`config.mk`:
```
export PLATFORM = sky130hd
export DESIGN_NAME = protein_property_calculator_unit
export DESIGN_NICKNAME = d
export VERILOG_FILES = /design/src/rtl/ppc_pkg.sv /design/src/rtl/protein_property_calculator_unit.sv /design/src/rtl/ppc_deprot.sv /design/src/rtl/ppc_dpath.sv /design/src/rtl/ppc_ctrl.sv
export SDC_FILE = /design/constraint.sdc
export NUM_CORES = 2
export LEC_CHECK = 0
export ABC_AREA = 1
export BUFFER_PORTS_ARGS = -buffer_cell sky130_fd_sc_hd__buf_2
export CORE_ASPECT_RATIO = 1.1
export CORE_UTILIZATION = 40
export DETAILED_ROUTE_END_ITERATION = 10
export GPL_TIMING_DRIVEN = 0
export SYNTH_ARGS = -nofsm -noshare
export SYNTH_HDL_FRONTEND = slang
export SYNTH_SLANG_ARGS = --single-unit
```
`constraint.sdc`:
```
create_clock -name clock -period 18.4 [get_ports clock]
set_input_delay 0.92 -clock clock [delete_from_list [all_inputs] [get_ports clock]]
set_output_delay 0.92 -clock clock [all_outputs]
set_load 0.1 [all_outputs]
```
`src/rtl/ppc_pkg.sv`:
```
`timescale 1ns / 1ps
package ppc_pkg;

   localparam int NUM_KINDS = 20;
   localparam int FRAC_BITS = 16;
   localparam int MAX_LEN   = 65535;
   localparam int KIND_BITS = 5;
   localparam int CNT_W     = 16;
   localparam int PK_W      = 11;
   localparam int PH_W      = 7;
   localparam int H_W       = FRAC_BITS + 1;
   localparam int CHG_W     = 34;
   localparam int RPT_W     = 33;
   localparam int V_W       = 48;
   localparam int Q_W       = FRAC_BITS + 1;
   localparam int D_W       = V_W + Q_W;
   localparam int SC_W      = $clog2(Q_W + 1);
   localparam int WGT_W     = 31;
   localparam int ABS_W     = 29;
   localparam int MP_W      = 7;
   localparam int MREM_W    = 23;

   localparam logic [28:0]      TENTH_ROOT_Q28 = 29'd274688121;
   localparam logic [V_W-1:0]   Q28_ONE        = V_W'(64'd1 << 28);
   localparam logic [H_W-1:0]   H_ONE          = H_W'(64'd1 << FRAC_BITS);
   localparam logic [14:0]      WATER_CENTI    = 15'd1800;
   localparam logic [PH_W-1:0]  PH_MIN         = 7'd20;
   localparam logic [PH_W-1:0]  PH_MAX         = 7'd120;
   localparam logic [PH_W-1:0]  PH_RESET       = 7'd74;
   localparam logic [PH_W-1:0]  GRID_FIRST     = 7'd21;
   localparam logic [PH_W-1:0]  PI_BASE        = 7'd20;
   localparam logic [6:0]       LAST_Z         = 7'd99;
   localparam logic [10:0]      FAR_DELTA      = 11'd600;

   localparam logic [4:0] KIND_C    = 5'd1;
   localparam logic [4:0] KIND_D    = 5'd2;
   localparam logic [4:0] KIND_E    = 5'd3;
   localparam logic [4:0] KIND_H    = 5'd6;
   localparam logic [4:0] KIND_K    = 5'd8;
   localparam logic [4:0] KIND_M    = 5'd10;
   localparam logic [4:0] KIND_P    = 5'd12;
   localparam logic [4:0] KIND_R    = 5'd14;
   localparam logic [4:0] KIND_S    = 5'd15;
   localparam logic [4:0] KIND_T    = 5'd16;
   localparam logic [4:0] KIND_V    = 5'd17;
   localparam logic [4:0] KIND_W    = 5'd18;
   localparam logic [4:0] KIND_Y    = 5'd19;
   localparam logic [4:0] KIND_A    = 5'd0;
   localparam logic [4:0] KIND_LAST = 5'd19;

   localparam logic [3:0] GRP_C     = 4'd0;
   localparam logic [3:0] GRP_D     = 4'd1;
   localparam logic [3:0] GRP_E     = 4'd2;
   localparam logic [3:0] GRP_H     = 4'd3;
   localparam logic [3:0] GRP_K     = 4'd4;
   localparam logic [3:0] GRP_R     = 4'd5;
   localparam logic [3:0] GRP_Y     = 4'd6;
   localparam logic [3:0] GRP_NTERM = 4'd7;
   localparam logic [3:0] GRP_CTERM = 4'd8;

   localparam logic [2:0] MOLE_LAST_STEP = 3'd6;
   localparam logic       REG_REPORT_PH  = 1'b0;

   typedef enum logic [3:0] {
      ST_LOAD,
      ST_CHECK,
      ST_EV_CLR,
      ST_EV_GRP,
      ST_EV_WAIT,
      ST_EV_MUL,
      ST_EV_ACC,
      ST_EV_END,
      ST_ROW_DIV_LD,
      ST_ROW_DIV,
      ST_ROW_OUT
   } ctrl_state_type;

   typedef enum logic [2:0] {
      DP_IDLE,
      DP_MUL,
      DP_TEN,
      DP_DIV,
      DP_FIN
   } dep_state_type;

   typedef struct packed {
      logic       load;
      logic       take;
      logic       clear_seq;
      logic       clear_res;
      logic       ev_clr;
      logic       dp_start;
      logic       mul;
      logic       acc;
      logic       save_report;
      logic       set_pi;
      logic       grid;
      logic [3:0] grp;
      logic [6:0] z;
      logic [4:0] kind;
      logic       div_load;
      logic       div_step;
      logic       out_load;
   } cmd_type;

   typedef struct packed {
      logic seq_empty;
      logic grp_live;
      logic dp_done;
      logic charge_le0;
      logic out_free;
   } sts_type;

   function automatic logic [14:0] mass_centi(input logic [4:0] k);
      logic [14:0] m;
      unique case (k)
         5'd0:    m = 15'd8909;
         5'd1:    m = 15'd12112;
         5'd2:    m = 15'd13310;
         5'd3:    m = 15'd14713;
         5'd4:    m = 15'd16519;
         5'd5:    m = 15'd7507;
         5'd6:    m = 15'd15516;
         5'd7:    m = 15'd13117;
         5'd8:    m = 15'd14619;
         5'd9:    m = 15'd13117;
         5'd10:   m = 15'd14921;
         5'd11:   m = 15'd13210;
         5'd12:   m = 15'd11513;
         5'd13:   m = 15'd14615;
         5'd14:   m = 15'd17420;
         5'd15:   m = 15'd10509;
         5'd16:   m = 15'd11912;
         5'd17:   m = 15'd11715;
         5'd18:   m = 15'd20422;
         5'd19:   m = 15'd18119;
         default: m = 15'd0;
      endcase
      return m;
   endfunction

   function automatic logic [12:0] absorb_inc(input logic [4:0] k);
      logic [12:0] a;
      a = 13'd0;
      if (k == KIND_W) begin
         a = 13'd5500;
      end else if (k == KIND_Y) begin
         a = 13'd1490;
      end else if (k == KIND_C) begin
         a = 13'd63;
      end
      return a;
   endfunction

   function automatic logic [4:0] grp_kind(input logic [3:0] g);
      logic [4:0] k;
      unique case (g)
         GRP_C:   k = KIND_C;
         GRP_D:   k = KIND_D;
         GRP_E:   k = KIND_E;
         GRP_H:   k = KIND_H;
         GRP_K:   k = KIND_K;
         GRP_R:   k = KIND_R;
         GRP_Y:   k = KIND_Y;
         default: k = KIND_A;
      endcase
      return k;
   endfunction

   function automatic logic [PK_W-1:0] side_pk(input logic [3:0] g);
      logic [PK_W-1:0] p;
      unique case (g)
         GRP_C:   p = 11'd900;
         GRP_D:   p = 11'd405;
         GRP_E:   p = 11'd445;
         GRP_H:   p = 11'd598;
         GRP_K:   p = 11'd1000;
         GRP_R:   p = 11'd1200;
         GRP_Y:   p = 11'd1000;
         default: p = 11'd0;
      endcase
      return p;
   endfunction

   function automatic logic [PK_W-1:0] nterm_pk(input logic [4:0] k);
      logic [PK_W-1:0] p;
      unique case (k)
         KIND_A:  p = 11'd759;
         KIND_E:  p = 11'd770;
         KIND_M:  p = 11'd700;
         KIND_P:  p = 11'd836;
         KIND_S:  p = 11'd693;
         KIND_T:  p = 11'd682;
         KIND_V:  p = 11'd744;
         default: p = 11'd750;
      endcase
      return p;
   endfunction

   function automatic logic [PK_W-1:0] cterm_pk(input logic [4:0] k);
      logic [PK_W-1:0] p;
      unique case (k)
         KIND_D:  p = 11'd455;
         KIND_E:  p = 11'd475;
         default: p = 11'd355;
      endcase
      return p;
   endfunction

   function automatic logic grp_basic(input logic [3:0] g);
      return (g == GRP_H) || (g == GRP_K) || (g == GRP_R) || (g == GRP_NTERM);
   endfunction

endpackage

```
`src/rtl/protein_property_calculator_unit.sv`:
```
`timescale 1ns / 1ps
// Channel   Direction  Handshake              Payload
// req       in         req_valid/req_ready    req_residue, req_last
// rsp       out        rsp_valid/rsp_ready    kind, count, mole percent, weight, charge, pI
// csr       in/out     psel/penable/pready    paddr, pwdata, prdata (report pH)
//
// Residues are taken one per cycle while a sequence loads.
// After the final item, each charge group present runs a shared multiply chain and
// a restoring divider; up to nine groups run per pH point and up to 101 points
// are visited, then each of the 20 rows runs a mole-percent division and is sent.
// Reset is synchronous and clears all counts and control state.
// A stalled rsp channel holds the current row; the next row waits for it.
module protein_property_calculator_unit (
   input  logic               clock,
   input  logic               reset,
   input  logic               req_valid,
   output logic               req_ready,
   input  logic [4:0]         req_residue,
   input  logic               req_last,
   output logic               rsp_valid,
   input  logic               rsp_ready,
   output logic [4:0]         rsp_kind_index,
   output logic [15:0]        rsp_kind_count,
   output logic [6:0]         rsp_mole_percent,
   output logic [30:0]        rsp_weight_centi,
   output logic [28:0]        rsp_absorptivity,
   output logic signed [32:0] rsp_charge_at_ph,
   output logic [6:0]         rsp_pi_tenths,
   output logic               rsp_pi_found,
   output logic               rsp_final_row,
   input  logic               psel,
   input  logic               penable,
   input  logic               pwrite,
   input  logic [2:0]         paddr,
   input  logic [31:0]        pwdata,
   output logic [31:0]        prdata,
   output logic               pready
);

   ppc_pkg::cmd_type cmd;
   ppc_pkg::sts_type sts;

   ppc_ctrl u_ctrl (
      .clock     (clock),
      .reset     (reset),
      .req_valid (req_valid),
      .req_last  (req_last),
      .req_ready (req_ready),
      .sts_i     (sts),
      .cmd_o     (cmd)
   );

   ppc_dpath u_dpath (
      .clock            (clock),
      .reset            (reset),
      .cmd_i            (cmd),
      .sts_o            (sts),
      .req_residue      (req_residue),
      .psel             (psel),
      .penable          (penable),
      .pwrite           (pwrite),
      .paddr            (paddr),
      .pwdata           (pwdata),
      .prdata           (prdata),
      .pready           (pready),
      .rsp_valid        (rsp_valid),
      .rsp_ready        (rsp_ready),
      .rsp_kind_index   (rsp_kind_index),
      .rsp_kind_count   (rsp_kind_count),
      .rsp_mole_percent (rsp_mole_percent),
      .rsp_weight_centi (rsp_weight_centi),
      .rsp_absorptivity (rsp_absorptivity),
      .rsp_charge_at_ph (rsp_charge_at_ph),
      .rsp_pi_tenths    (rsp_pi_tenths),
      .rsp_pi_found     (rsp_pi_found),
      .rsp_final_row    (rsp_final_row)
   );

endmodule

```
`src/rtl/ppc_deprot.sv`:
```
`timescale 1ns / 1ps
module ppc_deprot (
   input  logic                      clock,
   input  logic                      reset,
   input  logic                      start,
   input  logic [ppc_pkg::PK_W-1:0]  pk,
   input  logic [ppc_pkg::PH_W-1:0]  ph,
   output logic                      done,
   output logic [ppc_pkg::H_W-1:0]   h
);

   ppc_pkg::dep_state_type       state_ff, state_in;
   logic [ppc_pkg::V_W-1:0]      v_ff, v_in;
   logic [6:0]                   mcnt_ff, mcnt_in;
   logic [2:0]                   tcnt_ff, tcnt_in;
   logic [ppc_pkg::D_W-1:0]      rem_ff, rem_in;
   logic [ppc_pkg::D_W-1:0]      dsh_ff, dsh_in;
   logic [ppc_pkg::Q_W-1:0]      quo_ff, quo_in;
   logic [ppc_pkg::SC_W-1:0]     scnt_ff, scnt_in;
   logic                         neg_ff, neg_in;

   logic [10:0]                  ph_x10;
   logic signed [11:0]           delta;
   logic [10:0]                  mag;
   logic [2:0]                   hund;
   logic [10:0]                  hund_val;
   logic [6:0]                   frac;
   logic [60:0]                  prod;
   logic [ppc_pkg::V_W-1:0]      vt;
   logic                         ge;

   assign ph_x10   = ({4'd0, ph} << 3) + ({4'd0, ph} << 1);
   assign delta    = $signed({1'b0, pk}) - $signed({1'b0, ph_x10});
   assign mag      = delta[11] ? 11'(-delta) : delta[10:0];
   assign prod     = 61'(v_ff[31:0]) * 61'(ppc_pkg::TENTH_ROOT_Q28);
   assign vt       = v_ff + ppc_pkg::Q28_ONE;
   assign ge       = rem_ff >= dsh_ff;
   assign frac     = 7'(mag - hund_val);

   always_comb begin
      if (mag >= 11'd500) begin
         hund = 3'd5;
      end else if (mag >= 11'd400) begin
         hund = 3'd4;
      end else if (mag >= 11'd300) begin
         hund = 3'd3;
      end else if (mag >= 11'd200) begin
         hund = 3'd2;
      end else if (mag >= 11'd100) begin
         hund = 3'd1;
      end else begin
         hund = 3'd0;
      end
      hund_val = ({8'd0, hund} << 6) + ({8'd0, hund} << 5) + ({8'd0, hund} << 2);
   end

   always_ff @(posedge clock) begin
      if (reset) begin
         state_ff <= ppc_pkg::DP_IDLE;
      end else begin
         state_ff <= state_in;
      end
   end

   always_ff @(posedge clock) begin
      v_ff    <= v_in;
      mcnt_ff <= mcnt_in;
      tcnt_ff <= tcnt_in;
      rem_ff  <= rem_in;
      dsh_ff  <= dsh_in;
      quo_ff  <= quo_in;
      scnt_ff <= scnt_in;
      neg_ff  <= neg_in;
   end

   always_comb begin
      state_in = state_ff;
      v_in     = v_ff;
      mcnt_in  = mcnt_ff;
      tcnt_in  = tcnt_ff;
      rem_in   = rem_ff;
      dsh_in   = dsh_ff;
      quo_in   = quo_ff;
      scnt_in  = scnt_ff;
      neg_in   = neg_ff;
      unique case (state_ff)
         ppc_pkg::DP_IDLE: begin
            if (start) begin
               neg_in = delta[11];
               if (mag >= ppc_pkg::FAR_DELTA) begin
                  quo_in   = '0;
                  state_in = ppc_pkg::DP_FIN;
               end else begin
                  v_in     = ppc_pkg::Q28_ONE;
                  mcnt_in  = frac;
                  tcnt_in  = hund;
                  state_in = ppc_pkg::DP_MUL;
               end
            end
         end
         ppc_pkg::DP_MUL: begin
            if (mcnt_ff == 7'd0) begin
               state_in = ppc_pkg::DP_TEN;
            end else begin
               v_in    = ppc_pkg::V_W'(prod[59:28]);
               mcnt_in = mcnt_ff - 7'd1;
            end
         end
         ppc_pkg::DP_TEN: begin
            if (tcnt_ff == 3'd0) begin
               rem_in   = (ppc_pkg::D_W'(1) << (28 + ppc_pkg::FRAC_BITS))
                          + ppc_pkg::D_W'(vt >> 1);
               dsh_in   = ppc_pkg::D_W'(vt) << (ppc_pkg::Q_W - 1);
               quo_in   = '0;
               scnt_in  = ppc_pkg::SC_W'(ppc_pkg::Q_W);
               state_in = ppc_pkg::DP_DIV;
            end else begin
               v_in    = (v_ff << 3) + (v_ff << 1);
               tcnt_in = tcnt_ff - 3'd1;
            end
         end
         ppc_pkg::DP_DIV: begin
            rem_in  = ge ? rem_ff - dsh_ff : rem_ff;
            quo_in  = {quo_ff[ppc_pkg::Q_W-2:0], ge};
            dsh_in  = dsh_ff >> 1;
            scnt_in = scnt_ff - ppc_pkg::SC_W'(1);
            if (scnt_ff == ppc_pkg::SC_W'(1)) begin
               state_in = ppc_pkg::DP_FIN;
            end
         end
         ppc_pkg::DP_FIN: begin
            state_in = ppc_pkg::DP_IDLE;
         end
         default: begin
            state_in = ppc_pkg::DP_IDLE;
         end
      endcase
   end

   assign done = state_ff == ppc_pkg::DP_FIN;
   assign h    = neg_ff ? ppc_pkg::H_ONE - quo_ff : quo_ff;

endmodule

```
`src/rtl/ppc_dpath.sv`:
```
`timescale 1ns / 1ps
module ppc_dpath (
   input  logic                           clock,
   input  logic                           reset,
   input  ppc_pkg::cmd_type               cmd_i,
   output ppc_pkg::sts_type               sts_o,
   input  logic [4:0]                     req_residue,
   input  logic                           psel,
   input  logic                           penable,
   input  logic                           pwrite,
   input  logic [2:0]                     paddr,
   input  logic [31:0]                    pwdata,
   output logic [31:0]                    prdata,
   output logic                           pready,
   output logic                           rsp_valid,
   input  logic                           rsp_ready,
   output logic [4:0]                     rsp_kind_index,
   output logic [15:0]                    rsp_kind_count,
   output logic [6:0]                     rsp_mole_percent,
   output logic [30:0]                    rsp_weight_centi,
   output logic [28:0]                    rsp_absorptivity,
   output logic signed [32:0]             rsp_charge_at_ph,
   output logic [6:0]                     rsp_pi_tenths,
   output logic                           rsp_pi_found,
   output logic                           rsp_final_row
);

   localparam int PROD_W = ppc_pkg::H_W + ppc_pkg::CNT_W + 2;

   logic [ppc_pkg::CNT_W-1:0]     cnt_ff [ppc_pkg::NUM_KINDS];
   logic [ppc_pkg::CNT_W-1:0]     len_ff;
   logic [4:0]                    first_ff;
   logic [4:0]                    last_ff;
   logic [ppc_pkg::WGT_W-1:0]     wacc_ff;
   logic [ppc_pkg::ABS_W-1:0]     aacc_ff;
   logic [ppc_pkg::PH_W-1:0]      rep_ff;
   logic [ppc_pkg::H_W-1:0]       h_ff;
   logic signed [ppc_pkg::CHG_W-1:0] contrib_ff;
   logic signed [ppc_pkg::CHG_W-1:0] chg_ff;
   logic [ppc_pkg::RPT_W-1:0]     chgrep_ff;
   logic [ppc_pkg::PH_W-1:0]      pi_ff;
   logic                          found_ff;
   logic [ppc_pkg::MREM_W-1:0]    mrem_ff;
   logic [ppc_pkg::MREM_W-1:0]    mdsh_ff;
   logic [ppc_pkg::MP_W-1:0]      mquo_ff;
   logic                          rsp_valid_ff;

   logic [4:0]                    rd_kind;
   logic [ppc_pkg::CNT_W-1:0]     rd_cnt;
   logic                          keep;
   logic [1:0]                    dec;
   logic [ppc_pkg::CNT_W-1:0]     internal;
   logic                          term;
   logic [ppc_pkg::PH_W-1:0]      ph_rep;
   logic [ppc_pkg::PH_W-1:0]      ph;
   logic [ppc_pkg::PK_W-1:0]      pk;
   logic                          dp_done;
   logic [ppc_pkg::H_W-1:0]       dp_h;
   logic signed [ppc_pkg::H_W:0]  cval;
   logic [ppc_pkg::CNT_W-1:0]     cntv;
   logic signed [PROD_W-1:0]      prod;
   logic                          mge;
   logic                          empty;
   logic                          reg_hit;

   assign rd_kind = cmd_i.load ? req_residue : cmd_i.kind;
   assign rd_cnt  = (rd_kind < 5'(ppc_pkg::NUM_KINDS)) ? cnt_ff[rd_kind] : '0;
   assign keep    = cmd_i.take && (req_residue < 5'(ppc_pkg::NUM_KINDS))
                    && (len_ff < ppc_pkg::CNT_W'(ppc_pkg::MAX_LEN));
   assign empty   = len_ff == '0;

   always_ff @(posedge clock) begin
      if (reset || cmd_i.clear_seq) begin
         for (int i = 0; i < ppc_pkg::NUM_KINDS; i++) begin
            cnt_ff[i] <= '0;
         end
         len_ff   <= '0;
         first_ff <= '0;
         last_ff  <= '0;
         wacc_ff  <= '0;
         aacc_ff  <= '0;
      end else if (keep) begin
         cnt_ff[req_residue] <= rd_cnt + ppc_pkg::CNT_W'(1);
         len_ff              <= len_ff + ppc_pkg::CNT_W'(1);
         if (empty) begin
            first_ff <= req_residue;
         end
         last_ff <= req_residue;
         wacc_ff <= wacc_ff + ppc_pkg::WGT_W'(ppc_pkg::mass_centi(req_residue)
                                              - ppc_pkg::WATER_CENTI);
         aacc_ff <= aacc_ff + ppc_pkg::ABS_W'(ppc_pkg::absorb_inc(req_residue));
      end
   end

   assign reg_hit = paddr[2] == ppc_pkg::REG_REPORT_PH;
   assign pready  = 1'b1;
   assign prdata  = reg_hit ? {25'd0, rep_ff} : 32'd0;

   always_ff @(posedge clock) begin
      if (reset) begin
         rep_ff <= ppc_pkg::PH_RESET;
      end else if (psel && penable && pwrite && reg_hit) begin
         rep_ff <= pwdata[6:0];
      end
   end

   assign dec      = 2'(cmd_i.kind == first_ff) + 2'(cmd_i.kind == last_ff);
   assign internal = (rd_cnt > ppc_pkg::CNT_W'(dec)) ? rd_cnt - ppc_pkg::CNT_W'(dec) : '0;
   assign term     = cmd_i.grp >= ppc_pkg::GRP_NTERM;

   assign ph_rep = (rep_ff < ppc_pkg::PH_MIN) ? ppc_pkg::PH_MIN :
                   ((rep_ff > ppc_pkg::PH_MAX) ? ppc_pkg::PH_MAX : rep_ff);
   assign ph     = cmd_i.grid ? cmd_i.z + ppc_pkg::GRID_FIRST : ph_rep;

   always_comb begin
      priority if (cmd_i.grp == ppc_pkg::GRP_NTERM) begin
         pk = ppc_pkg::nterm_pk(first_ff);
      end else if (cmd_i.grp == ppc_pkg::GRP_CTERM) begin
         pk = ppc_pkg::cterm_pk(last_ff);
      end else begin
         pk = ppc_pkg::side_pk(cmd_i.grp);
      end
   end

   ppc_deprot u_deprot (
      .clock (clock),
      .reset (reset),
      .start (cmd_i.dp_start),
      .pk    (pk),
      .ph    (ph),
      .done  (dp_done),
      .h     (dp_h)
   );

   assign cval = ppc_pkg::grp_basic(cmd_i.grp)
                 ? $signed({1'b0, ppc_pkg::H_ONE - h_ff})
                 : -$signed({1'b0, h_ff});
   assign cntv = term ? ppc_pkg::CNT_W'(1) : internal;
   assign prod = cval * $signed({1'b0, cntv});

   always_ff @(posedge clock) begin
      if (dp_done) begin
         h_ff <= dp_h;
      end
      if (cmd_i.mul) begin
         contrib_ff <= prod[ppc_pkg::CHG_W-1:0];
      end
      if (cmd_i.ev_clr) begin
         chg_ff <= '0;
      end else if (cmd_i.acc) begin
         chg_ff <= chg_ff + contrib_ff;
      end
      if (cmd_i.clear_res) begin
         chgrep_ff <= '0;
         pi_ff     <= '0;
         found_ff  <= 1'b0;
      end else begin
         if (cmd_i.save_report) begin
            chgrep_ff <= chg_ff[ppc_pkg::RPT_W-1:0];
         end
         if (cmd_i.set_pi) begin
            pi_ff    <= cmd_i.z + ppc_pkg::PI_BASE;
            found_ff <= 1'b1;
         end
      end
   end

   assign mge = mrem_ff >= mdsh_ff;

   always_ff @(posedge clock) begin
      if (cmd_i.div_load) begin
         mrem_ff <= ({7'd0, rd_cnt} << 6) + ({7'd0, rd_cnt} << 5) + ({7'd0, rd_cnt} << 2);
         mdsh_ff <= {1'b0, len_ff, 6'd0};
         mquo_ff <= '0;
      end else if (cmd_i.div_step) begin
         mrem_ff <= mge ? mrem_ff - mdsh_ff : mrem_ff;
         mdsh_ff <= mdsh_ff >> 1;
         mquo_ff <= {mquo_ff[ppc_pkg::MP_W-2:0], mge};
      end
   end

   always_ff @(posedge clock) begin
      if (reset) begin
         rsp_valid_ff <= 1'b0;
      end else if (cmd_i.out_load) begin
         rsp_valid_ff <= 1'b1;
      end else if (rsp_ready) begin
         rsp_valid_ff <= 1'b0;
      end
   end

   always_ff @(posedge clock) begin
      if (cmd_i.out_load) begin
         rsp_kind_index   <= cmd_i.kind;
         rsp_kind_count   <= rd_cnt;
         rsp_mole_percent <= empty ? '0 : mquo_ff;
         rsp_weight_centi <= empty ? '0 : wacc_ff + ppc_pkg::WGT_W'(ppc_pkg::WATER_CENTI);
         rsp_absorptivity <= aacc_ff;
         rsp_charge_at_ph <= chgrep_ff;
         rsp_pi_tenths    <= pi_ff;
         rsp_pi_found     <= found_ff;
         rsp_final_row    <= cmd_i.kind == ppc_pkg::KIND_LAST;
      end
   end

   assign rsp_valid         = rsp_valid_ff;
   assign sts_o.seq_empty   = empty;
   assign sts_o.grp_live    = term || (internal != '0);
   assign sts_o.dp_done     = dp_done;
   assign sts_o.charge_le0  = chg_ff[ppc_pkg::CHG_W-1] || (chg_ff == '0);
   assign sts_o.out_free    = !rsp_valid_ff || rsp_ready;

endmodule

```
`src/rtl/ppc_ctrl.sv`:
```
`timescale 1ns / 1ps
module ppc_ctrl (
   input  logic              clock,
   input  logic              reset,
   input  logic              req_valid,
   input  logic              req_last,
   output logic              req_ready,
   input  ppc_pkg::sts_type  sts_i,
   output ppc_pkg::cmd_type  cmd_o
);

   ppc_pkg::ctrl_state_type state_ff, state_in;
   logic [3:0]              grp_ff, grp_in;
   logic [6:0]              z_ff, z_in;
   logic                    grid_ff, grid_in;
   logic [4:0]              row_ff, row_in;
   logic [2:0]              dstep_ff, dstep_in;

   always_ff @(posedge clock) begin
      if (reset) begin
         state_ff <= ppc_pkg::ST_LOAD;
         grp_ff   <= '0;
         z_ff     <= '0;
         grid_ff  <= 1'b0;
         row_ff   <= '0;
         dstep_ff <= '0;
      end else begin
         state_ff <= state_in;
         grp_ff   <= grp_in;
         z_ff     <= z_in;
         grid_ff  <= grid_in;
         row_ff   <= row_in;
         dstep_ff <= dstep_in;
      end
   end

   always_comb begin
      state_in   = state_ff;
      grp_in     = grp_ff;
      z_in       = z_ff;
      grid_in    = grid_ff;
      row_in     = row_ff;
      dstep_in   = dstep_ff;
      cmd_o      = '0;
      cmd_o.grp  = grp_ff;
      cmd_o.z    = z_ff;
      cmd_o.grid = grid_ff;
      cmd_o.kind = ppc_pkg::grp_kind(grp_ff);
      unique case (state_ff)
         ppc_pkg::ST_LOAD: begin
            cmd_o.load = 1'b1;
            cmd_o.take = req_valid;
            if (req_valid && req_last) begin
               state_in = ppc_pkg::ST_CHECK;
            end
         end
         ppc_pkg::ST_CHECK: begin
            cmd_o.clear_res = 1'b1;
            row_in          = '0;
            grid_in         = 1'b0;
            z_in            = '0;
            state_in        = sts_i.seq_empty ? ppc_pkg::ST_ROW_DIV_LD : ppc_pkg::ST_EV_CLR;
         end
         ppc_pkg::ST_EV_CLR: begin
            cmd_o.ev_clr = 1'b1;
            grp_in       = '0;
            state_in     = ppc_pkg::ST_EV_GRP;
         end
         ppc_pkg::ST_EV_GRP: begin
            if (sts_i.grp_live) begin
               cmd_o.dp_start = 1'b1;
               state_in       = ppc_pkg::ST_EV_WAIT;
            end else begin
               grp_in = grp_ff + 4'd1;
            end
         end
         ppc_pkg::ST_EV_WAIT: begin
            if (sts_i.dp_done) begin
               state_in = ppc_pkg::ST_EV_MUL;
            end
         end
         ppc_pkg::ST_EV_MUL: begin
            cmd_o.mul = 1'b1;
            state_in  = ppc_pkg::ST_EV_ACC;
         end
         ppc_pkg::ST_EV_ACC: begin
            cmd_o.acc = 1'b1;
            if (grp_ff == ppc_pkg::GRP_CTERM) begin
               state_in = ppc_pkg::ST_EV_END;
            end else begin
               grp_in   = grp_ff + 4'd1;
               state_in = ppc_pkg::ST_EV_GRP;
            end
         end
         ppc_pkg::ST_EV_END: begin
            priority if (!grid_ff) begin
               cmd_o.save_report = 1'b1;
               grid_in           = 1'b1;
               z_in              = '0;
               state_in          = ppc_pkg::ST_EV_CLR;
            end else if (sts_i.charge_le0) begin
               cmd_o.set_pi = 1'b1;
               row_in       = '0;
               state_in     = ppc_pkg::ST_ROW_DIV_LD;
            end else if (z_ff == ppc_pkg::LAST_Z) begin
               row_in   = '0;
               state_in = ppc_pkg::ST_ROW_DIV_LD;
            end else begin
               z_in     = z_ff + 7'd1;
               state_in = ppc_pkg::ST_EV_CLR;
            end
         end
         ppc_pkg::ST_ROW_DIV_LD: begin
            cmd_o.kind     = row_ff;
            cmd_o.div_load = 1'b1;
            dstep_in       = '0;
            state_in       = ppc_pkg::ST_ROW_DIV;
         end
         ppc_pkg::ST_ROW_DIV: begin
            cmd_o.kind     = row_ff;
            cmd_o.div_step = 1'b1;
            dstep_in       = dstep_ff + 3'd1;
            if (dstep_ff == ppc_pkg::MOLE_LAST_STEP) begin
               state_in = ppc_pkg::ST_ROW_OUT;
            end
         end
         ppc_pkg::ST_ROW_OUT: begin
            cmd_o.kind = row_ff;
            if (sts_i.out_free) begin
               cmd_o.out_load = 1'b1;
               if (row_ff == ppc_pkg::KIND_LAST) begin
                  cmd_o.clear_seq = 1'b1;
                  state_in        = ppc_pkg::ST_LOAD;
               end else begin
                  row_in   = row_ff + 5'd1;
                  state_in = ppc_pkg::ST_ROW_DIV_LD;
               end
            end
         end
         default: begin
            state_in = ppc_pkg::ST_LOAD;
         end
      endcase
   end

   assign req_ready = cmd_o.load;

`ifndef SYNTHESIS
   assert property (@(posedge clock) disable iff (reset)
      cmd_o.clear_seq |=> sts_i.seq_empty)
      else $error("Sequence state was not cleared after the final row.");

   assert property (@(posedge clock) disable iff (reset)
      grp_ff <= ppc_pkg::GRP_CTERM)
      else $error("Charge group index ran past the C-terminus.");

   assert property (@(posedge clock) disable iff (reset)
      z_ff <= ppc_pkg::LAST_Z)
      else $error("Grid index ran past the last pH point.");

   assert property (@(posedge clock) disable iff (reset)
      cmd_o.out_load |-> (row_ff <= ppc_pkg::KIND_LAST) && sts_i.out_free)
      else $error("Result row loaded out of range or over a pending item.");
`endif

endmodule
```
== Yosys cells after proc, flatten, opt, wreduce, memory -nomap -nowiden ==
Memories as Yosys holds them, arrays and structs flattened.
Index checks and enable logic that the tools add are counted.
Word-level totals
  bits in registers: 640
  bits in latches: 0
  memory bits (writable): 320
  ROM bits: 480
  logic and storage cells: 328
  memories: 2
Cells by class
  add/sub/neg operators: 34
  multiply operators: 2
  div/mod/pow operators: 0
  $lt $le $gt $ge: 15
  equality and inequality tests: 61
  shifts and indexed selects: 0
  muxes and demuxes: 120
  bitwise logic cells: 1
  reductions and logical operators: 52
Memories
  (name not given): words 32, bits a word 15, rd ports 1, clocked after Yosys merged registers in 0, write ports 0, RTL line ppc_pkg.sv:116  | unique case (k)
  u_dpath.cnt_ff: words 20, bits a word 16, rd ports 1, clocked after Yosys merged registers in 0, write ports 20, RTL line ppc_dpath.sv:30  | logic [ppc_pkg::CNT_W-1:0] cnt_ff [ppc_pkg::NUM_KINDS];
Operators with widths (count)
  $pmux 65 s2: 2
  $mux 65: 3
  $mux 48: 4
  $pmux 48 s3: 1
  $mux 7: 10
  $mux 23: 3
  $mux 17: 4
  $pmux 11 s6: 1
  $ge 65x65->1: 1
  $sub 65x65->65: 1
  $mux 16: 4
  $pmux 9 s7: 1
  $mul 32x29->60 const B: 1
  $mux 13: 4
  $pmux 17 s3: 1
  $add 45x47->48 const A: 1
  $add 48x29->48 const B: 1
  $add 48x48->48: 1
  $mux 4: 12
  $mux 5: 9
  $mux 22: 2
  $pmux 4 s11: 1
  $mux 3: 13
  $pmux 5 s7: 1
  90 further kinds: 203

== Depth between registers and ports, before layout ==
  depth after elaboration: 20
  gate-level depth with buffers: 63

== Modules after synthesis ==
A second synthesis with hierarchy kept.
Second synthesis, totals
  cell total of the unflattened synthesis: 10016
  area, all modules: 84803.8 µm²
By module, submodules not included
  ppc_dpath: times used 1, cells an instance 5673, area each 49276.0 µm², sequential area each 19859.0 µm²
  ppc_deprot: times used 1, cells an instance 4059, area each 33727.3 µm², sequential area each 6366.1 µm²
  ppc_ctrl: times used 1, cells an instance 284, area each 1800.5 µm², sequential area each 480.5 µm²

== Least setup slack after synthesis ==
OpenSTA, ideal clock, no wires.
  kind: input to register
  start point: in req_residue[2]
  end point: reg u_dpath.contrib_ff[33] (netlist bit), data pin
  setup time: 252 ps
  arrival time: 10248 ps
  setup slack: 7899 ps
  stages: 49
  path buffers: 5
  path through: clkbuf_1 inv_2 o21ai_4 buf_6 buf_4 nand3_1 nand3_1 nand3_1 nand2_2 buf_1 inv_1 ha_1 fa_1 o21ai_0 nand2_1 nand2_1 nand2_1 nand2_1 [13 not listed] fa_1 fa_1 fa_1 inv_1 fa_1 inv_1 ha_1 nand2_1 nor4_1 nand3_1 nand3_1 nand3_1 nand2_1 nand3_1 o21ai_0 inv_1 nand2_1 nand2_1
Between the ends
  word-level cells in the longest chain between the ends: 7
Ends and longest elaborated chain
  from (decl): RTL line protein_property_calculator_unit.sv:18  | input logic [4:0] req_residue,
  $mux 5 (*): RTL line ppc_dpath.sv:66  | assign rd_kind = cmd_i.load ? req_residue : cmd_i.kind;
  $mem_v2 20x16 / $lt 5x5->1 (equally long branches)
  $mux 16 (*): RTL line ppc_dpath.sv:67  | assign rd_cnt = (rd_kind < 5'(ppc_pkg::NUM_KINDS)) ? cnt_ff[rd_kind] : '0;
  via u_dpath.rd_cnt, one bit: RTL line ppc_dpath.sv:49  | logic [ppc_pkg::CNT_W-1:0] rd_cnt;
  $sub 16x2->16 / $gt 16x2->1 (equally long branches): RTL line ppc_dpath.sv:108  | assign internal = (rd_cnt > ppc_pkg::CNT_W'(dec)) ? rd_cnt - ppc_pkg::CNT_W'(dec) : '0;
  $mux 16 (*): RTL line ppc_dpath.sv:108
  $mux 16 (*): RTL line ppc_dpath.sv:138  | assign cntv = term ? ppc_pkg::CNT_W'(1) : internal;
  $mul 18x17->34 (*): RTL line ppc_dpath.sv:139  | assign prod = cval * $signed({1'b0, cntv});
  via u_dpath.prod[33]: RTL line ppc_dpath.sv:61  | logic signed [PROD_W-1:0] prod;
  to (signal assigned): RTL line ppc_dpath.sv:146  | contrib_ff <= prod[ppc_pkg::CHG_W-1:0];
  to (decl): RTL line ppc_dpath.sv:38  | logic signed [ppc_pkg::CHG_W-1:0] contrib_ff;
Mark *: on every way through the listed nets, which the timed path passes. The rest lies on a longest branch.
A chain may end at the register's enable or synchronous reset.

== Final worst setup path ==
  start point: reg u_ctrl.grp_ff[0]
  end point: reg u_dpath.contrib_ff[33] (netlist bit), data pin
Between the ends
  word-level cells in the longest chain between the ends: 10
Ends and longest elaborated chain
  from (decl): RTL line ppc_ctrl.sv:13  | logic [3:0] grp_ff, grp_in;
  from (signal assigned): RTL line ppc_ctrl.sv:29  | grp_ff <= grp_in;
  $eq 4x3->1 (tied with other cells): RTL line ppc_pkg.sv:157  | unique case (g)
  $pmux 5 s7 (*): RTL line ppc_pkg.sv:157
  $mux 5 (*): RTL line ppc_ctrl.sv:49  | unique case (state_ff)
  $mux 5 (*): RTL line ppc_dpath.sv:66
  $mem_v2 20x16 / $lt 5x5->1 (equally long branches)
  $mux 16 (*): RTL line ppc_dpath.sv:67
  via u_dpath.rd_cnt, one bit: RTL line ppc_dpath.sv:49
  $sub 16x2->16 / $gt 16x2->1 (equally long branches): RTL line ppc_dpath.sv:108
  $mux 16 (*): RTL line ppc_dpath.sv:108
  $mux 16 (*): RTL line ppc_dpath.sv:138
  $mul 18x17->34 (*): RTL line ppc_dpath.sv:139
  via u_dpath.prod[33]: RTL line ppc_dpath.sv:61
Marked as above.

==> metrics <==
outcome=completed; RR Startpoint=u_ctrl.grp_ff[0]; Placed Cells=around 12000; final hold vios=0; Num CTS Buffers=between 100 and 150; largest family of logic cells by synthesized area=adder cells; count leader, synth=inv_1; # fillers=approximately 20000; routed via count=~67000; f_max=68.9 MHz; period utilization=0.789; largest net degree at the start of global routing=55; Setup crit start kind=flop; CTS root buffer=clkbuf_16; via/cell ratio=between 5 and 6; commonest cells in the netlist=1835 x inv_1, 1432 x nand2_1, 1048 x nor2_1; GRT Total Usage=0.243; initial antenna violation count=7; Routed Antenna Nets=0; worst hold-check path type=primary input to flop; clk slew on worst S/H paths=around 0.070 ns; Post-Synth Simple-Gate Area=0.164; unrepaired setup endpoints after global routing=no; die extent in y=~480 um; post-synthesis cell count=between 9000 and 10000; master of the slowest instance on the critical path=nor4_1; CP endpoint=u_dpath.contrib_ff[33]; Die W=434 um; largest fanout on the critical path=10; Compound-Gate Fraction of Synth Area=0.100; Residual DRC=0; Synth cell types=70; RR Endpoint=u_dpath.contrib_ff[33]; first-pass GRT wire length=around 390 mm; setup_tns=0 ns; Async SR Flop Fraction=0; clk_lat worst skew=between 0.8 and 0.9 ns; # nets final=approximately 11000; worst slew pin tran=about 1.4 ns; most used cell, CP=nand2_1; GPL Wtd Cong=0.959; area delta synth->final=9.98%; Seq cells post-synth=between 900 and 1000; Final Slew Violations=0; die footprint=just over 0.2 mm2; CTS tree=done; Tmin final=14.51 ns; routed len/inst=roughly 20 um; critical path data arrival time=between 10 and 15 ns; Critical path origin=u_ctrl.grp_ff[0]; Max Root-Sink Buffers=3; clock sink count=around 960; Main synth FF type=edfxtp_1; share of cells above drive strength 1=0.0550; setup bufs post-CTS=0; Initial Util=0.402; Site Rows=between 150 and 200; Seq/Total Area, Yosys=0.325; Synth top area share=0.274; vias in the first global route=~66000; Worst Clk Skew=between 0.09 and 0.1 ns; Post-Layout Cell Count=~13000; WS Path Type=flop to flop; setup violators final=0; drt first pass iters=6; syn_area_per_cell=just under 9 um2; Sequential Area=around 0.027 mm2; Setup crit end kind=flop; Max-slew headroom=0.0446; Post-synth EDFFs=750; leading area contributor after synthesis=edfxtp_1; Core ar.=~0.2 mm2; post-synthesis adder-cell area fraction=0.283; CP max stage delay=approximately 0.73 ns; worst reg2reg setup slack=between 3 and 4 ns; PortBufs=156; 1st-iter DRT viols=approximately 6000; CTS Hold Bufs=0; number of I/O pins=around 210; post_cts resized=0; synth top area cells=edfxtp_1 27%, fa_1 17%, ha_1 11%, inv_1 8.4%, nand2_1 6.5%; Yosys warning total=0; area of the multi-input gates=between 0.04 and 0.05 mm2; Worst Path Required=roughly 19 ns; Synth Area in XOR/XNOR=0.0263; multiplexer share of the synthesized area=0; H-tree levels=3; Routed WL=between 200 and 300 mm; Detailed Place HPWL=202 mm; GR Overflow Total=0; path depth of the worst reg2reg path=52; Post-Syn Area=about 0.08 mm2; max-cap violations=0
==> sequential cells by signal, indices dropped and copies added, names as in the netlist, 16 cells and up <==
register,flops
u_dpath.cnt_ff,320
u_dpath.contrib_ff,34
u_dpath.mdsh_ff,22
u_dpath.chg_ff,34
u_dpath.rsp_weight_centi,31
u_dpath.u_deprot.quo_ff,17
u_dpath.rsp_charge_at_ph,33
u_dpath.len_ff,16
u_dpath.u_deprot.dsh_ff,64
u_dpath.h_ff,17
u_dpath.chgrep_ff,33
u_dpath.u_deprot.rem_ff,65
u_dpath.rsp_absorptivity,29
u_dpath.u_deprot.v_ff,48
u_dpath.mrem_ff,23
u_dpath.wacc_ff,31
u_dpath.aacc_ff,29
u_dpath.rsp_kind_count,16
==> cells in the final DEF, fill, tap and decap left out, types with 70 or more instances in the layout <==
cell,n
dfxtp_1,209
a21oi_1,604
xnor2_1,70
nand2_1,1431
edfxtp_1,750
ha_1,730
clkbuf_16,102
clkbuf_1,178
buf_2,202
xor2_1,177
nor3_1,83
nand3_1,458
nor2_1,1045
o21ai_0,527
inv_1,1835
fa_1,706
==> through the flow <==
| step | hold slack [ns] | setup WS [ns] | instance area [um2] | utilization |
|---|---|---|---|---|
| 2_1_floorplan | 0.403 | 7.90 | 82300 | - |
| 3_3_place_gp | 0.417 | 3.92 | 86500 | 0.423 |
| 3_5_place_dp | 0.417 | 3.95 | 86900 | 0.425 |
| 4_1_cts | 0.364 | 4.17 | 90400 | 0.442 |
| 5_1_grt | 0.428 | 3.26 | 90400 | 0.442 |
| 6_report | 0.410 | 3.89 | 90500 | 0.442 |
==> worst min-delay path by stage <==
| stage | endpoint | cells past startpoint | start |
|---|---|---|---|
| 3_5_place_dp | u_dpath.rsp_pi_tenths[5] | 0 | u_dpath.pi_ff[5] |
| 5_1_grt | u_dpath.rep_ff[3] | 3 | pwdata[3] |
| 4_1_cts | u_dpath.rep_ff[6] | 3 | pwdata[6] |
| 3_3_place_gp | u_dpath.rsp_pi_tenths[6] | 0 | u_dpath.pi_ff[6] |
| 2_1_floorplan | u_dpath.rsp_pi_tenths[1] | 0 | u_dpath.pi_ff[1] |
| 6_report | u_dpath.rep_ff[6] | 3 | pwdata[6] |
==> area by class of cell <==
class,count,share of cell area
tap,2728,0.0377
buffer,276,0.0149
inverter,1862,0.0773
antenna,5,0.000138
clock buffer,128,0.0304
sequential,959,0.295
timing repair buffer,171,0.0117
clock inverter,63,0.00917
multi-input combinational,6437,0.523
==> worst max-delay path: cells and delay by family (launching register included) <==
family                     cells  cell delay, ns
and+or+nand+nor               22            4.69
adders and majority gates      9            4.18
buffers and inverters         15            3.21
AOI/OAI and AO/OA              6            1.67
DFF                            1            0.36
==> layer usage <==
metal  up-vias  track usage  wire, um
met5         -            0         0
met3       368       0.0338     20000
met4         0       0.0679      6780
li1      31333            -         -
met1     32621        0.347    113000
met2      2587        0.383    112000
==> cell families after synthesis <==
group / after synthesis
simple gates: 3237
buf+inv: 2138
compound gates: 1491
fa+ha+maj: 1436
flops: 959
xor+xnor: 247
other cells: 2
Power is left out: the tool's default activity adds up to more than one toggle a clock period on the data nets, which glitch-free logic cannot reach.
